<file path="config.mk">
export PLATFORM = sky130hd
export DESIGN_NAME = fic_seq
export DESIGN_NICKNAME = d
export VERILOG_FILES = /design/src/hdl/fft_integer_convolution_assert.svh /design/src/hdl/fic_pkg.sv /design/src/hdl/fic_seq.sv
export SDC_FILE = /design/constraint.sdc
export NUM_CORES = 1
export LEC_CHECK = 0
export BUFFER_PORTS_ARGS = -buffer_cell sky130_fd_sc_hd__buf_4
export CELL_PAD_IN_SITES_DETAIL_PLACEMENT = 0
export CELL_PAD_IN_SITES_GLOBAL_PLACEMENT = 2
export CORE_AREA = 10 10 97 99
export CTS_CLUSTER_DIAMETER = 80
export DETAILED_ROUTE_END_ITERATION = 16
export DIE_AREA = 0 0 107 109
export PLACE_DENSITY = 0.84
export SYNTH_ARGS = -nofsm -noshare
export SYNTH_HDL_FRONTEND = slang
export SYNTH_SLANG_ARGS = --single-unit
</file>
<file path="constraint.sdc">
create_clock -name clk -period 6.25 [get_ports clk]
set_clock_uncertainty 0.2 [all_clocks]
set_input_delay 0.625 -clock clk [delete_from_list [all_inputs] [get_ports clk]]
set_output_delay 0.625 -clock clk [all_outputs]
set_load 0.05 [all_outputs]
</file>
<file path="src/hdl/fft_integer_convolution_assert.svh">
// ---------------------------------------------------------------------------
// Assertion macros for the integer convolution block
// Shared concurrent-assertion shorthands, reset gated.
// ---------------------------------------------------------------------------
`ifndef FFT_INTEGER_CONVOLUTION_ASSERT_SVH
`define FFT_INTEGER_CONVOLUTION_ASSERT_SVH

// same-cycle implication
`define FIC_ASSERT_IMP(lbl, clk, rst, ante, cons, msg) \
  lbl: assert property (@(posedge clk) disable iff (rst) (ante) |-> (cons)) \
    else $error(msg);

// next-cycle implication
`define FIC_ASSERT_NXT(lbl, clk, rst, ante, cons, msg) \
  lbl: assert property (@(posedge clk) disable iff (rst) (ante) |=> (cons)) \
    else $error(msg);

`endif

</file>
<file path="src/hdl/fic_pkg.sv">
// ---------------------------------------------------------------------------
// fic_pkg
// Types and constants shared by the integer convolution block.
// ---------------------------------------------------------------------------
package fic_pkg;

  localparam int POINTS_DEF      = 1024;
  localparam int SAMPLE_BITS_DEF = 16;
  localparam int COEF_W          = 42;
  localparam int LOG_W           = 4;
  localparam logic [LOG_W-1:0] LOG_SIZE_RST = 4'd10;

  typedef enum logic [1:0] {
    REQ_WR_A  = 2'd0,
    REQ_WR_B  = 2'd1,
    REQ_START = 2'd2,
    REQ_READ  = 2'd3
  } req_t;

  typedef enum logic [1:0] {
    ST_CLEAR,
    ST_IDLE,
    ST_RUN,
    ST_DRAIN
  } state_t;

  // product issue to the operand memories
  typedef struct packed {
    logic valid;
    logic last;   // last term of the current coefficient
  } issue_t;

  // clearing sweep
  typedef struct packed {
    logic we;      // zero A and B at sweep address
    logic res_we;  // zero result entry too
  } sweep_t;

endpackage

</file>
<file path="src/hdl/fic_seq.sv">
// ---------------------------------------------------------------------------
// fic_seq
// Sequencer: coefficient/term loops of the convolution and clearing sweeps.
// ---------------------------------------------------------------------------
module fic_seq #(
  parameter int POINTS = fic_pkg::POINTS_DEF,
  parameter int AW     = $clog2(POINTS)
) (
  input  logic                     clk,
  input  logic                     rst,
  input  logic                     start,
  input  logic [fic_pkg::LOG_W-1:0] log_size,
  input  logic                     pipe_busy,
  output logic                     idle,
  output fic_pkg::issue_t          iss,
  output logic [AW-1:0]            k_addr,
  output logic [AW-1:0]            a_addr,
  output logic [AW-1:0]            b_addr,
  output fic_pkg::sweep_t          sw,
  output logic [AW-1:0]            sw_addr
);

  localparam int LGMAX = $clog2(POINTS + 1) - 1;

  fic_pkg::state_t state, state_next;
  logic [AW-1:0] kc, kc_next, jc, jc_next, mask, mask_next;
  logic          clr_all, clr_all_next;
  logic [fic_pkg::LOG_W:0] lg;

  always_ff @(posedge clk) begin
    if (rst) begin
      state   <= fic_pkg::ST_CLEAR;
      kc      <= '0;
      jc      <= '0;
      mask    <= '0;
      clr_all <= 1'b1;
    end else begin
      state   <= state_next;
      kc      <= kc_next;
      jc      <= jc_next;
      mask    <= mask_next;
      clr_all <= clr_all_next;
    end
  end

  always_comb begin
    lg = {1'b0, log_size};
    if (lg == '0) lg = (fic_pkg::LOG_W+1)'(1);
    if (int'(lg) > LGMAX) lg = (fic_pkg::LOG_W+1)'(LGMAX);
  end

  always_comb begin
    state_next   = state;
    kc_next      = kc;
    jc_next      = jc;
    mask_next    = mask;
    clr_all_next = clr_all;
    idle         = 1'b0;
    iss          = '0;
    sw           = '0;
    k_addr       = kc;
    a_addr       = kc - jc;
    b_addr       = jc;
    sw_addr      = kc;
    case (state)
      fic_pkg::ST_IDLE: begin
        idle = 1'b1;
        if (start) begin
          mask_next  = AW'((32'd1 << lg) - 32'd1);
          kc_next    = '0;
          jc_next    = '0;
          state_next = fic_pkg::ST_RUN;
        end
      end
      fic_pkg::ST_RUN: begin
        a_addr    = (kc - jc) & mask;
        iss.valid = 1'b1;
        iss.last  = (jc == mask);
        if (jc == mask) begin
          jc_next = '0;
          if (kc == mask) begin
            state_next = fic_pkg::ST_DRAIN;
          end else begin
            kc_next = kc + 1'b1;
          end
        end else begin
          jc_next = jc + 1'b1;
        end
      end
      fic_pkg::ST_DRAIN: begin
        if (!pipe_busy) begin
          kc_next      = '0;
          clr_all_next = 1'b0;
          state_next   = fic_pkg::ST_CLEAR;
        end
      end
      fic_pkg::ST_CLEAR: begin
        sw.we     = 1'b1;
        sw.res_we = clr_all || (kc > mask);
        if (int'(kc) == POINTS - 1) begin
          kc_next    = '0;
          state_next = fic_pkg::ST_IDLE;
        end else begin
          kc_next = kc + 1'b1;
        end
      end
      default: state_next = fic_pkg::ST_IDLE;
    endcase
  end

endmodule

</file>
After elaboration in Yosys (flattened, before gate mapping) --
Cells that the tools add are included.
Operators by class: reductions and logical operators 9, order comparisons 2, bitwise gates (word level) 2, equality and inequality tests 12, shift-type cells 1, multiplexer cells 20, add/sub/neg operators 4
Operators with widths (number):
- 10-bit two-way mux | 7
- 10-bit one-hot mux with 4 select lines | 1
- 10-bit by 1-bit adder with 10-bit output (second input constant) | 2
- 10-bit equality test | 2
- 10-bit one-hot mux with 2 select lines | 1
- 2-bit two-way mux | 7
- 2-bit != test (second input constant) | 6
- 10-bit bitwise AND | 1
- 10-bit by 1-bit equality test with 1-bit output (second input constant) | 1
- 10-bit > comparator | 1
- 1-bit by 5-bit left shift with 10-bit output (first input constant) | 1
- 10-bit by 1-bit subtractor with 10-bit output (second input constant) | 1
- 10-bit subtractor | 1
- 2-bit one-hot mux with 4 select lines | 1
- 2-bit AND reduction | 3
- 5-bit by 4-bit > comparator with 1-bit output (second input constant) | 1
- 5-bit two-way mux | 1
- 5-bit AND reduction | 1
- 2-bit equality test (second input constant) | 2
- 4-bit logical NOT | 1
- 4-bit two-way mux | 1
- 4-bit AND reduction | 1
- 2-bit by 1-bit equality test with 1-bit output (second input constant) | 1
- 2-bit logical NOT | 1
- 4 further kinds | 4
Word-level totals: register bits after elaboration 33, bits of input ports 8, output and inout bits 45

Depth between registers and ports, before layout --
depth after elaboration 6, gate-level depth with buffers 10, mapped depth without buffers 10

Worst setup path before layout --
OpenSTA, ideal clock, no wires.
path type flip-flop to output port, from register jc[0] (netlist: b_addr[0]), to output a_addr[8], slack 2.352 ns, arrival time 3.073 ns, stages on the path, launching flop included 10, data required time 5.425 ns, path through dfxtp_1 ha_1 inv_1 fa_1 a21o_1 a21oi_1 o21ai_0 o41ai_1 xor2_1 a21oi_1
Between the ends: cells in the longest elaborated chain, start to end 3
RTL lines:
- from (decl) | line fic_seq.sv:26 | logic [AW-1:0] kc, kc_next, jc, jc_next, mask, mask_next;
- from (signal assigned) | line fic_seq.sv:40 | jc <= jc_next;
- 10-bit subtractor * | line fic_seq.sv:62, fic_seq.sv:76
- 10-bit bitwise AND | line fic_seq.sv:76 | a_addr = (kc - jc) & mask;
- 10-bit two-way mux * | line fic_seq.sv:65 | case (state)
- to (decl) | line fic_seq.sv:17 | output logic [AW-1:0] a_addr,
Mark *: on every way between the ends. The rest lies on a longest branch, timed or not.

Worst setup path in the final report --
from register kc[0] (netlist: k_addr[0]), to output a_addr[8]
Between the ends: cells in the longest elaborated chain, start to end 3
RTL lines:
- from (decl) | line fic_seq.sv:26
- from (signal assigned) | line fic_seq.sv:39 | kc <= kc_next;
- 10-bit subtractor * | line fic_seq.sv:62, fic_seq.sv:76
- 10-bit bitwise AND | line fic_seq.sv:76
- 10-bit two-way mux * | line fic_seq.sv:65
Marked as above.

==> results.md <==
- Status: finished, final reports clean
- Worst slew margin: 0.4365
- Worst-margin pin slew: 842.1 ps
- Wirelength, routed: 7108 um
- R2R cell count: 8
- Post-CTS resize count: 0
- Final TNS setup: 0 ps
- Post-CTS setup buffer count: 0
- Hold WS: 309.5 ps
- Hold path start: clr_all
- Initial Utilization: 0.3291
- Clock Latency Late Sink: 290 ps
- Global route total overflow: 0
- Vias per cell: 5.049
- Post-synth EDFFs: 0
- Die height: 109 um
- Yosys reg bits: 33
- WP data arrival: 2780 ps
- Vias in the first global route: 2133
- Slowest-stage cell, CP: fa_1
- Endpoints failing hold: 0
- Row count: 32
- Area Growth Syn to Fin: 20.45%
- CTS tree: done
- Final instance area: 2984 sq um
- Fill cells: 827
- Vias: 2252
- Top cells by area, synth: dfxtp_1 27%, ha_1 13%, xor2_1 5.7%, xnor2_1 5.3%, nor2_1 4.7%
- Yosys top cell by area: dfxtp_1
- Synth Flop Type: dfxtp_1
- Hold path endpoint: clr_all
- Most frequent cell after synthesis: dfxtp_1
- Final Max Slew Viols: 0
- Core area: 7527 sq um
- Crit-path leading delay family: compound AO/OA/AOI/OAI gates
- Area share of the largest cell type after synthesis: 0.2667
- Max Root-Sink Buffers: 2
- Post-DRT Antenna Nets: 0
- Diode count: 0
- Maximum VDD drop: 73.23 uV
- Tot Pwr: 0.4998 mW
- Fin crit share: 0.5762
- Register-to-register setup slack: 3310 ps
- Gate Count Post-Synth: 302
- Hold path depth: 1
- Distinct cells, synth: 52
- Fmax: 277.7 MHz
- # clock sinks: 33
- Maxcap violations: 0
- GRT Overall Usage: 0.1214
- Mean routed wirelength per cell: 15.94 um
- Hold_buf cts: 0
- CTS Buf Count: 5
- Synthesized area: 2477 sq um
- CP peak stage delay: 410 ps
- Unrepaired setup endpoints after global routing: no
- Worst-path fanout max: 5
- Worst path cell trace: inv_1, ha_1, inv_1, fa_1, a21o_1, a21oi_1, o21ai_0, o41ai_1, xor2_1, a21oi_1, buf_4
- Port Buffers: 52
- CTS HTree Levels: 2
- Final number of setup-violating endpoints: 0
- Kind of critical path: reg2out
- R2R Path Start: mask[6]
- Synthesized netlist net count: 337
- Post-detail-place hpwl: 5762 um
- First-pass GRT wire length: 11270 um
- WP buf/inv: 3
- Post-layout min period: 3601 ps
- Startpoint type of the worst setup path: register
- Required @ worst endpoint: 5420 ps
- Top-Level Pins: 53
- # nets final: 378
- Clock Tree Root: clkbuf_8
- Hold Crit Class: reg2reg
- PwrDens: 167.5 nW/um^2
- Pleak: 1.268 nW
- Post-synth ARST share: 0
- Synth warn: 0
- Sequential fraction of the synthesis area: 0.2667
- Die X: 107 um
- 1st-pass router iterations: 4
- Clk pin slew, worst setup/hold paths: 80 ps
- Share of post-route cells with drive strength above 1: 0.1890
- Largest net degree at the start of global routing: 18
- Reg-to-reg endpoint: k_addr[8]
- Die ar.: 11660 sq um
- Drc violations: 0
- Top cells by count, synth: 33 x dfxtp_1, 31 x nor2_1, 26 x ha_1, 26 x inv_1, 23 x a21oi_1
- Final GP Congestion: 0.8126
- CP Capture Type: output pin
- Syn_area_per_cell: 8.203 sq um
- Initial antenna violation count: 0
- Iteration-0 DRC Markers: 49
- Placed Area: 2883 sq um
## per-layer routing
metal  track usage  part of all wire  vias up
li1              -                 -     1141
met1        0.1548              0.48     1058
met3       0.02655             0.038        5
met4       0.03482            0.0096        0
met5             0                 0        -
met2        0.2015              0.47       48
## kinds of logic after synthesis
family | after synthesis | share of synthesized area
AND/OR/NAND/NOR | 94 | 0.1995
AO/OA/AOI/OAI | 68 | 0.1818
buffers and inverters | 44 | 0.08485
flip-flops | 33 | 0.2667
XOR/XNOR | 31 | 0.1096
adder cells (fa/ha/maj) | 27 | 0.1394
multiplexers | 4 | 0.01667
other | 1 | 0.001514
## worst max path at each step
| stage | startpoint | end | slack [ps] | depth (start not counted) |
|---|---|---|---|---|
| 2_1_floorplan | b_addr[0] | a_addr[8] | 2350 | 9 |
| 3_3_place_gp | k_addr[0] | a_addr[8] | 3030 | 11 |
| 3_5_place_dp | b_addr[0] | a_addr[8] | 2980 | 10 |
| 4_1_cts | k_addr[0] | a_addr[8] | 2640 | 11 |
| 5_1_grt | k_addr[0] | a_addr[8] | 2470 | 11 |
| 6_report | k_addr[0] | a_addr[8] | 2650 | 11 |
## layout by cell type (no fill, tap or decap), types with 2 or more instances in the layout
cell	instances
dfxtp_1	33
and2_1	3
o41ai_1	3
nor2b_1	2
a21o_1	7
nor4_1	2
nor2_1	31
a21oi_1	23
mux2i_1	3
inv_1	26
a21boi_0	2
and4_1	2
o31ai_1	4
o21ai_0	9
xnor2_1	15
xor2_1	16
nand2_1	17
a211oi_1	5
a211o_1	2
or4_1	4
nand4_1	6
ha_1	26
or3_1	2
o21a_1	2
clkbuf_8	7
nand2b_1	4
buf_4	52
nor3_1	8
nand3_1	5
## area by class of cell
| cell class | count | area [sq um] | share of cell area |
|---|---|---|---|
| flip-flops and latches | 33 | 660.6 | 0.2214 |
| well taps | 102 | 127.6 | 0.04277 |
| clock inverters | 1 | 5.005 | 0.001677 |
| inverters | 26 | 97.59 | 0.03270 |
| multi-input cells | 225 | 1607 | 0.5384 |
| repair buffers | 52 | 390.4 | 0.1308 |
| clock buffers | 7 | 96.34 | 0.03229 |
## power breakdown
part           switching, mW  leakage (nW)  internal [mW]  total [mW]
Combinational         0.0674         0.948         0.0337       0.101
Sequential           0.00381         0.266          0.212       0.216
Clock                 0.0835        0.0542         0.0997       0.183
## per-stage QoR
stage / setup slack [ps] / instances / utilization
2_1_floorplan: 2352 / 302 / -
3_3_place_gp: 3027 / 438 / 0.3830
3_5_place_dp: 2982 / 438 / 0.3830
4_1_cts: 2644 / 446 / 0.3964
5_1_grt: 2472 / 446 / 0.3964
6_report: 2649 / 446 / 0.3964
## sequential cells by signal, summed over array words and instances, names as in the netlist
register  count
k_addr       10
state         2
b_addr       10
mask         10
clr_all       1
Power figures use the tool's default switching activity.
